[src/shs_pkg.sv]
`timescale 1ns / 1ps
// ---------------------------------------------------------------------------
// shs_pkg: shared types, constants and functions of the SHA-256 stream hasher
// Payload structs of both channels, round constants, the initial hash and
// the sigma functions of the round and message schedule.
// ---------------------------------------------------------------------------
package shs_pkg;

  // Input transaction payload
  typedef struct packed {
    logic [7:0] message_byte;
    logic       has_byte;
    logic       end_of_message;
  } shs_in_t;

  // Output transaction payload
  typedef struct packed {
    logic [31:0] digest_word;
    logic [2:0]  word_index;
    logic        last_word;
  } shs_out_t;

  // Working variables a..h, element 0 is a
  typedef logic [7:0][31:0] shs_vars_t;

  localparam int unsigned BlockBytes = 64;
  localparam int unsigned Rounds     = 64;
  localparam int unsigned HashWords  = 8;
  localparam int unsigned WinWords   = 16;

  localparam logic [7:0]  PAD_BYTE   = 8'h80;
  localparam logic [7:0]  ZERO_BYTE  = 8'h00;
  localparam logic [5:0]  LEN_START  = 6'd56;
  localparam logic [5:0]  FILL_LAST  = 6'd63;
  localparam logic [5:0]  ROUND_LAST = 6'd63;
  localparam logic [2:0]  WORD_LAST  = 3'd7;
  localparam logic [63:0] BLOCK_BITS = 64'd512;

  localparam logic [31:0] INIT_HASH [HashWords] = '{
    32'h6a09e667, 32'hbb67ae85, 32'h3c6ef372, 32'ha54ff53a,
    32'h510e527f, 32'h9b05688c, 32'h1f83d9ab, 32'h5be0cd19
  };

  localparam logic [31:0] ROUND_K [Rounds] = '{
    32'h428a2f98, 32'h71374491, 32'hb5c0fbcf, 32'he9b5dba5,
    32'h3956c25b, 32'h59f111f1, 32'h923f82a4, 32'hab1c5ed5,
    32'hd807aa98, 32'h12835b01, 32'h243185be, 32'h550c7dc3,
    32'h72be5d74, 32'h80deb1fe, 32'h9bdc06a7, 32'hc19bf174,
    32'he49b69c1, 32'hefbe4786, 32'h0fc19dc6, 32'h240ca1cc,
    32'h2de92c6f, 32'h4a7484aa, 32'h5cb0a9dc, 32'h76f988da,
    32'h983e5152, 32'ha831c66d, 32'hb00327c8, 32'hbf597fc7,
    32'hc6e00bf3, 32'hd5a79147, 32'h06ca6351, 32'h14292967,
    32'h27b70a85, 32'h2e1b2138, 32'h4d2c6dfc, 32'h53380d13,
    32'h650a7354, 32'h766a0abb, 32'h81c2c92e, 32'h92722c85,
    32'ha2bfe8a1, 32'ha81a664b, 32'hc24b8b70, 32'hc76c51a3,
    32'hd192e819, 32'hd6990624, 32'hf40e3585, 32'h106aa070,
    32'h19a4c116, 32'h1e376c08, 32'h2748774c, 32'h34b0bcb5,
    32'h391c0cb3, 32'h4ed8aa4a, 32'h5b9cca4f, 32'h682e6ff3,
    32'h748f82ee, 32'h78a5636f, 32'h84c87814, 32'h8cc70208,
    32'h90befffa, 32'ha4506ceb, 32'hbef9a3f7, 32'hc67178f2
  };

  function automatic logic [31:0] big_sigma0(input logic [31:0] x);
    return {x[1:0], x[31:2]} ^ {x[12:0], x[31:13]} ^ {x[21:0], x[31:22]};
  endfunction

  function automatic logic [31:0] big_sigma1(input logic [31:0] x);
    return {x[5:0], x[31:6]} ^ {x[10:0], x[31:11]} ^ {x[24:0], x[31:25]};
  endfunction

  function automatic logic [31:0] small_sigma0(input logic [31:0] x);
    return {x[6:0], x[31:7]} ^ {x[17:0], x[31:18]} ^ {3'b000, x[31:3]};
  endfunction

  function automatic logic [31:0] small_sigma1(input logic [31:0] x);
    return {x[16:0], x[31:17]} ^ {x[18:0], x[31:19]} ^ {10'b0, x[31:10]};
  endfunction

endpackage

[src/sha256_stream_hasher_top.sv]
`timescale 1ns / 1ps
// ---------------------------------------------------------------------------
// sha256_stream_hasher_top: SHA-256 over a byte stream
// Collects message bytes into 512-bit blocks, compresses each block with an
// iterative round unit, pads at end of message and streams out the digest.
// ---------------------------------------------------------------------------
// Each input transaction carries at most one byte and may end the message.
// Bytes are taken one per cycle while the input is ready; the 64th byte of
// a block starts the compression, which runs one round per cycle on a
// single shared round unit and then folds into the chaining hash. At end
// of message, padding and the length field are fed one byte per cycle
// through the same byte path, with one or two compressions, then the eight
// digest words leave as eight output transactions, word 0 first. The input
// is not ready from the end of a block or message until that work and the
// digest are done. The 64-byte block is held in the 16-word schedule shift
// line itself.
// ---------------------------------------------------------------------------
module sha256_stream_hasher_top
  import shs_pkg::*;
(
  input  logic     clk,
  input  logic     rst,
  input  logic     in_valid,
  output logic     in_ready,
  input  shs_in_t  in_data,
  output logic     out_valid,
  input  logic     out_ready,
  output shs_out_t out_data
);

  typedef enum logic [2:0] {
    ST_IDLE,
    ST_PAD_START,
    ST_PAD,
    ST_LEN,
    ST_ROUND,
    ST_FOLD,
    ST_OUT
  } state_t;

  typedef enum logic [1:0] {
    MODE_MSG,
    MODE_PAD,
    MODE_FINAL
  } mode_t;

  state_t      state;
  mode_t       mode;
  logic [31:0] hash [HashWords];
  logic [31:0] window [WinWords];
  shs_vars_t   vars;
  shs_vars_t   vars_next;
  logic [31:0] w_new;
  logic [23:0] acc;
  logic [5:0]  fill;
  logic [5:0]  round;
  logic [63:0] bit_count;
  logic [63:0] msg_len;
  logic        eom_pending;
  logic [2:0]  word_idx;
  logic        push_en;
  logic [7:0]  push_byte;
  logic        fill_full;

  // Shared round and schedule unit
  shs_round u_round (
    .vars      (vars),
    .w_cur     (window[0]),
    .w_m15     (window[1]),
    .w_m7      (window[9]),
    .w_m2      (window[14]),
    .k         (ROUND_K[round]),
    .vars_next (vars_next),
    .w_new     (w_new)
  );

  assign fill_full = (fill == FILL_LAST);
  assign in_ready  = (state == ST_IDLE);
  assign out_valid = (state == ST_OUT);

  // Drive the digest word from the chaining hash
  always_comb begin
    out_data.digest_word = hash[word_idx];
    out_data.word_index  = word_idx;
    out_data.last_word   = (word_idx == WORD_LAST);
  end

  // Select the byte to append: message, pad mark, zero or length
  always_comb begin
    push_en   = 1'b0;
    push_byte = ZERO_BYTE;
    case (state)
      ST_IDLE: begin
        push_en   = in_valid && in_data.has_byte;
        push_byte = in_data.message_byte;
      end
      ST_PAD_START: begin
        push_en   = 1'b1;
        push_byte = PAD_BYTE;
      end
      ST_PAD: begin
        push_en = (fill != LEN_START);
      end
      ST_LEN: begin
        push_en   = 1'b1;
        push_byte = msg_len[{~fill[2:0], 3'b000} +: 8];
      end
      default: begin
        push_en = 1'b0;
      end
    endcase
  end

  // Sequencer, byte path, schedule line and hash state
  always_ff @(posedge clk) begin
    if (rst) begin
      state       <= ST_IDLE;
      mode        <= MODE_MSG;
      fill        <= '0;
      round       <= '0;
      bit_count   <= '0;
      eom_pending <= 1'b0;
      word_idx    <= '0;
      for (int i = 0; i < HashWords; i++) begin
        hash[i] <= INIT_HASH[i];
      end
    end else begin
      // Append one byte; every fourth byte completes a word
      if (push_en) begin
        acc  <= {acc[15:0], push_byte};
        fill <= fill + 6'd1;
        if (fill[1:0] == 2'b11) begin
          for (int i = 0; i < WinWords - 1; i++) begin
            window[i] <= window[i + 1];
          end
          window[WinWords - 1] <= {acc, push_byte};
        end
      end

      case (state)
        ST_IDLE: begin
          if (in_valid) begin
            if (in_data.has_byte && fill_full) begin
              state       <= ST_ROUND;
              mode        <= MODE_MSG;
              round       <= '0;
              eom_pending <= in_data.end_of_message;
              for (int i = 0; i < HashWords; i++) begin
                vars[i] <= hash[i];
              end
            end else if (in_data.end_of_message) begin
              state <= ST_PAD_START;
            end
          end
        end
        ST_PAD_START: begin
          msg_len <= bit_count + {55'b0, fill, 3'b000};
          if (fill_full) begin
            state <= ST_ROUND;
            mode  <= MODE_PAD;
            round <= '0;
            for (int i = 0; i < HashWords; i++) begin
              vars[i] <= hash[i];
            end
          end else begin
            state <= ST_PAD;
          end
        end
        ST_PAD: begin
          if (fill == LEN_START) begin
            state <= ST_LEN;
          end else if (fill_full) begin
            state <= ST_ROUND;
            mode  <= MODE_PAD;
            round <= '0;
            for (int i = 0; i < HashWords; i++) begin
              vars[i] <= hash[i];
            end
          end
        end
        ST_LEN: begin
          if (fill_full) begin
            state <= ST_ROUND;
            mode  <= MODE_FINAL;
            round <= '0;
            for (int i = 0; i < HashWords; i++) begin
              vars[i] <= hash[i];
            end
          end
        end
        ST_ROUND: begin
          // One round; advance the schedule line by one word
          vars  <= vars_next;
          round <= round + 6'd1;
          for (int i = 0; i < WinWords - 1; i++) begin
            window[i] <= window[i + 1];
          end
          window[WinWords - 1] <= w_new;
          if (round == ROUND_LAST) begin
            state <= ST_FOLD;
          end
        end
        ST_FOLD: begin
          for (int i = 0; i < HashWords; i++) begin
            hash[i] <= hash[i] + vars[i];
          end
          case (mode)
            MODE_MSG: begin
              bit_count   <= bit_count + BLOCK_BITS;
              eom_pending <= 1'b0;
              state       <= eom_pending ? ST_PAD_START : ST_IDLE;
            end
            MODE_PAD: begin
              state <= ST_PAD;
            end
            MODE_FINAL: begin
              state    <= ST_OUT;
              word_idx <= '0;
            end
            default: begin
              state <= ST_IDLE;
            end
          endcase
        end
        ST_OUT: begin
          // Hand out one digest word per transaction, then reinitialize
          if (out_ready) begin
            if (word_idx == WORD_LAST) begin
              state     <= ST_IDLE;
              bit_count <= '0;
              for (int i = 0; i < HashWords; i++) begin
                hash[i] <= INIT_HASH[i];
              end
            end else begin
              word_idx <= word_idx + 3'd1;
            end
          end
        end
        default: begin
          state <= ST_IDLE;
        end
      endcase
    end
  end

endmodule

[src/shs_round.sv]
`timescale 1ns / 1ps
// ---------------------------------------------------------------------------
// shs_round: one SHA-256 round and one message schedule step
// Shared combinational unit used once per cycle by the sequencer: computes
// the next working variables from the current word and the next schedule
// word from the window taps.
// ---------------------------------------------------------------------------
module shs_round
  import shs_pkg::*;
(
  input  shs_vars_t   vars,
  input  logic [31:0] w_cur,
  input  logic [31:0] w_m15,
  input  logic [31:0] w_m7,
  input  logic [31:0] w_m2,
  input  logic [31:0] k,
  output shs_vars_t   vars_next,
  output logic [31:0] w_new
);

  logic [31:0] t1;
  logic [31:0] t2;
  logic [31:0] ch;
  logic [31:0] maj;

  // Round temporaries
  assign ch  = (vars[4] & vars[5]) ^ (~vars[4] & vars[6]);
  assign maj = (vars[0] & vars[1]) ^ (vars[0] & vars[2]) ^ (vars[1] & vars[2]);
  assign t1  = vars[7] + big_sigma1(vars[4]) + ch + k + w_cur;
  assign t2  = big_sigma0(vars[0]) + maj;

  // Rotate the working variables
  always_comb begin
    vars_next[0] = t1 + t2;
    vars_next[1] = vars[0];
    vars_next[2] = vars[1];
    vars_next[3] = vars[2];
    vars_next[4] = vars[3] + t1;
    vars_next[5] = vars[4];
    vars_next[6] = vars[5];
    vars_next[7] = vars[6];
  end

  // Next schedule word, sixteen ahead of the current one
  assign w_new = small_sigma1(w_m2) + w_m7 + small_sigma0(w_m15) + w_cur;

endmodule
[config.mk]
export PLATFORM = sky130hd
export DESIGN_NAME = sha256_stream_hasher_top
export DESIGN_NICKNAME = d
export VERILOG_FILES = /design/src/shs_pkg.sv /design/src/sha256_stream_hasher_top.sv /design/src/shs_round.sv
export SDC_FILE = /design/constraint.sdc
export NUM_CORES = 2
export LEC_CHECK = 0
export ABC_AREA = 1
export BUFFER_PORTS_ARGS = -buffer_cell sky130_fd_sc_hd__buf_4
export CAP_MARGIN = 20
export CORE_ASPECT_RATIO = 1.1
export CORE_UTILIZATION = 25
export CTS_BUF_LIST = sky130_fd_sc_hd__clkbuf_8
export DETAILED_ROUTE_END_ITERATION = 8
export GPL_ROUTABILITY_DRIVEN = 0
export PLACE_DENSITY = 0.43
export SLEW_MARGIN = 10
export SYNTH_ARGS = -nofsm -noshare
export SYNTH_HDL_FRONTEND = slang
export SYNTH_SLANG_ARGS = --single-unit
[constraint.sdc]
create_clock -name clk -period 29.7 [get_ports clk]
set_clock_uncertainty 0.2 [all_clocks]
set_input_delay 1.485 -clock clk [delete_from_list [all_inputs] [get_ports clk]]
set_output_delay 1.485 -clock clk [all_outputs]
set_load 0.02 [all_outputs]
==> out/metrics.csv <==
stage,metric,value,unit
run_status,run_status,"finished, violations left",
run_status,violations_in_the_final_reports,design-rule violations,
cts,cts.sink_count,1188,
synth,synth-seq-cells,1188,
synth,yosysSeqAreaShare,43.97,%
cts,worst_skew_pair.late_latency,1.04,ns
sta,setup_tns,0,ns
synth,yosysUniqueCellTypes,63,
power_and_ir_drop,p_per_area,75.16,nW/µm²
sta,rsz_0062_raised_after_global_routing,no,
finish,share_of_final_layout_standard_cells_stronger_than_drive_strength_1,5.944,%
route,dr_total_vias,64770,
finish,nets,9442,
floorplanning,io-pin-count,52,
cts,clk_path_buf_depth,4,
finish,finalNonFillerCells,13070,
cts,tritoncts,yes,
grt,initial_antenna_violation_count,7,
power_and_ir_drop,irDropWorstVdd,0.07917,mV
sta,worst_slew_pin_slew,1.256,ns
place,io_buffer_count,51,
hold_path,hp-class,register to register,
cts,cts-buffers-inserted,226,
route,wire_per_inst,23.53,µm
critical_path,crit_path_start_kind,register,
floorplanning,cell_row_count,212,
grt,grt_first_pass_wirelength,438200,µm
sta,fin_worst_hold_slack,0.09098,ns
grt,grt_util_all_layers,19.39,%
floorplanning,die_x,529.2,µm
critical_path,worst_ep_arrival_time,8.94,ns
grt,globalRouteOverflowTotal,0,
hold_path,timing.hold.worst_path_depth,0,
grt,number_of_global_route_vias_before_repair,63190,
finish,most_used_cells_in_the_layout_excluding_fill_and_tap_cells,"sky130_fd_sc_hd__nand2_1 (1709), sky130_fd_sc_hd__inv_1 (1172), sky130_fd_sc_hd__edfxtp_1 (981)",
sta,period_needed,8.445,ns
critical_path,setup.worst_path.end_class,register,
cts,clock_slew_seen_by_the_registers_of_the_worst_setup_and_hold_paths,0.06,ns
power_and_ir_drop,p_comb_share,45.3,%
sta,slew_violations,0,
power_and_ir_drop,seq_power_share,29.3,%
power_and_ir_drop,power_leakage,32.93,nW
synth,async_flop_share,0,%
hold_path,hold-path-endpoint,window[0][95]$_DFFE_PP_,
critical_path,ff2ff_path_depth,26,
floorplanning,initial_core_util,25.16,%
synth,synth_flop_cell,sky130_fd_sc_hd__edfxtp_1,
sta,max-slew-margin-rel,16.29,%
synth,syn_nets,9442,
floorplanning,floorplan.die_area,307900,µm²
power_and_ir_drop,netSwitchingPower,0.002790,W
critical_path,reg2reg_from,round[2]$_SDFFE_PP0P_,
power_and_ir_drop,netSwitchingFraction,43.36,%
sta,timing_hold_violations_final,0,
power_and_ir_drop,pwr-share-clk,25.4,%
sta,final_cycle_share,28.43,%
route,vias_per_cell,4.956,
place,place_area,81150,µm²
sta,fmaxAchievable,118.4,MHz
route,routed_wirelength,307500,µm
synth,post_synth_inst_count,8824,
synth,number_of_enable_flip_flop_cells_after_synthesis,981,
hold_path,min-delay-start,window[0][127]$_DFFE_PP_,
critical_path,rrSetupSlack,21.25,ns
sta,final_number_of_setup_violating_endpoints,0,
floorplanning,die-height,581.9,µm
finish,fillCellCount,32450,
synth,synthesis.area_per_instance,8.661,µm²
route,dr.first_iter.drc_count,6951,
route,final_antenna_violating_net_count,0,
synth,netlist_area,76430,µm²
route,drt_first_pass_iters,9,
critical_path,critical_path_rt,30.20,ns
route,remaining_drc_errors,2,
cts,post_cts.resized_instances,0,
grt,maximum_number_of_pins_on_one_net_before_global_route_repair,187,
floorplanning,design.core.area,303700,µm²
synth,yosysWarningCount,0,
cts,clock_tree.root_cell,sky130_fd_sc_hd__clkbuf_8,
cts,cts.htree.levels,4,
critical_path,path_class,register to register,
flow_run,drv_cap,0,
cts,cts-hold-fix-buffers,0,
power_and_ir_drop,cellInternalPower,0.003644,W
finish,layout_commonest_cell,sky130_fd_sc_hd__nand2_1,
place,detailedPlacementHpwl,238100,µm
finish,postLayoutCellArea,85590,µm²
critical_path,worstReg2RegEnd,vars[25]$_DFFE_PP_,
finish,layout-area-overhead-vs-synth,11.99,%
cts,post_cts_buffers,0,
critical_path,critical_path_peak_fanout,33,
place,dp_cells,12660,
area by class of cell:
type	count	area, µm²	share of cell area, %
flip-flops and latches	1188	33610	39.27
inverters	1123	4233	4.945
clock buffers	247	3400	3.972
clock inverters	157	1010	1.180
diodes	3	7.507	0.008771
multi-input cells	6176	37390	43.69
well taps	4066	5087	5.944
repair buffers	109	850.8	0.9940
routing by layer:
| metal | up-vias | wire, µm | track usage, % |
|---|---|---|---|
| met4 | 0 | 18110 | 10.05 |
| li1 | 30150 | - | - |
| met2 | 2595 | 143700 | 32.11 |
| met1 | 31270 | 127800 | 24.56 |
| met3 | 750 | 17900 | 2.516 |
| met5 | - | 0 | 0 |
worst max-delay path by stage:
stage                          startpoint                      to  cells after the start
global placement    round[2]$_SDFFE_PP0P_      vars[23]$_DFFE_PP_                     26
CTS                 round[2]$_SDFFE_PP0P_      vars[25]$_DFFE_PP_                     26
global route        round[2]$_SDFFE_PP0P_      vars[21]$_DFFE_PP_                     27
floorplan                             rst  window[0][0]$_DFFE_PP_                      3
detailed placement  round[2]$_SDFFE_PP0P_      vars[25]$_DFFE_PP_                     26
finish              round[2]$_SDFFE_PP0P_      vars[25]$_DFFE_PP_                     26
critical path, cell delays in order, from the launching register on:
cell and delay (ns):
sky130_fd_sc_hd__dfxtp_1 0.30, sky130_fd_sc_hd__buf_4 0.33, sky130_fd_sc_hd__clkinv_1 0.71, sky130_fd_sc_hd__nor2_1 0.94, sky130_fd_sc_hd__o21ai_0 0.22, sky130_fd_sc_hd__a21oi_1 0.33, sky130_fd_sc_hd__a211oi_1 0.24, sky130_fd_sc_hd__fa_1 0.56
sky130_fd_sc_hd__inv_1 0.06, sky130_fd_sc_hd__ha_1 0.39, sky130_fd_sc_hd__nand2_1 0.14, sky130_fd_sc_hd__nor2_1 0.16, sky130_fd_sc_hd__inv_1 0.09, sky130_fd_sc_hd__nor2_1 0.18, sky130_fd_sc_hd__nand4_1 0.12, sky130_fd_sc_hd__nand3_1 0.18
sky130_fd_sc_hd__a21oi_1 0.12, sky130_fd_sc_hd__xnor2_1 0.67, sky130_fd_sc_hd__fa_1 0.53, sky130_fd_sc_hd__ha_1 0.38, sky130_fd_sc_hd__a21oi_1 0.24, sky130_fd_sc_hd__o21a_1 0.19, sky130_fd_sc_hd__a21boi_0 0.22, sky130_fd_sc_hd__nand3_1 0.23
sky130_fd_sc_hd__or2_2 0.33, sky130_fd_sc_hd__nand3_1 0.07, sky130_fd_sc_hd__nand2_1 0.07
flip-flops by register name (all words and copies together), names as in the netlist, named ones only:
register     cells
bit_count       55
state            3
eom_pending      1
acc             24
window         512
hash           256
fill             6
round            6
vars           256
word_idx         3
mode             2
msg_len         61
synthesized netlist by cell type (51+ instances only):
master | number | share of area [%]
sky130_fd_sc_hd__a21o_1 | 53 | 0.52
sky130_fd_sc_hd__a21oi_1 | 793 | 5.2
sky130_fd_sc_hd__a31oi_1 | 82 | 0.67
sky130_fd_sc_hd__clkbuf_1 | 308 | 1.5
sky130_fd_sc_hd__dfxtp_1 | 207 | 5.4
sky130_fd_sc_hd__edfxtp_1 | 981 | 39
sky130_fd_sc_hd__fa_1 | 196 | 5.1
sky130_fd_sc_hd__ha_1 | 408 | 6.7
sky130_fd_sc_hd__inv_1 | 1112 | 5.5
sky130_fd_sc_hd__nand2_1 | 1709 | 8.4
sky130_fd_sc_hd__nand3_1 | 345 | 2.3
sky130_fd_sc_hd__nand4_1 | 90 | 0.74
sky130_fd_sc_hd__nor2_1 | 592 | 2.9
sky130_fd_sc_hd__nor3_1 | 117 | 0.77
sky130_fd_sc_hd__o211ai_1 | 65 | 0.64
sky130_fd_sc_hd__o21a_1 | 51 | 0.50
sky130_fd_sc_hd__o21ai_0 | 874 | 5.7
sky130_fd_sc_hd__o21bai_1 | 68 | 0.67
sky130_fd_sc_hd__or2_2 | 65 | 0.53
sky130_fd_sc_hd__xnor2_1 | 166 | 1.9
sky130_fd_sc_hd__xor2_1 | 202 | 2.3
power groups by stage:
stage	combinational [W]	sequential, W	clock [W]
after floorplan	0.00195	0.00191	0
after global placement	0.00285	0.00192	0
after detailed placement	0.00283	0.00192	0
after CTS	0.00285	0.00188	0.00169
after global routing	0.00318	0.00188	0.00175
final	0.00291	0.00188	0.00163
per-stage QoR:
step / power [W] / util (%) / setup WS, ns
2_1_floorplan: 0.003854 / - / 1.542
3_3_place_gp: 0.004767 / 26.72 / 21.59
3_5_place_dp: 0.004744 / 26.72 / 21.67
4_1_cts: 0.006416 / 28.17 / 21.68
5_1_grt: 0.006811 / 28.18 / 20.89
6_report: 0.006433 / 28.18 / 21.25
cells by family (layout without fill, tap and decap cells):
| family | after synthesis | in the layout | share of synthesized area [%] |
|---|---|---|---|
| multiplexers | 21 | 21 | 0.3094 |
| other | 0 | 3 | 0 |
| AO/OA/AOI/OAI | 2165 | 2165 | 15.85 |
| flip-flops | 1188 | 1188 | 43.97 |
| buffers and inverters | 1460 | 1636 | 7.175 |
| XOR/XNOR | 368 | 368 | 4.217 |
| AND/OR/NAND/NOR | 2998 | 2998 | 16.40 |
| adder cells (fa/ha/maj) | 624 | 624 | 12.08 |
Power figures use the tool's default switching activity.
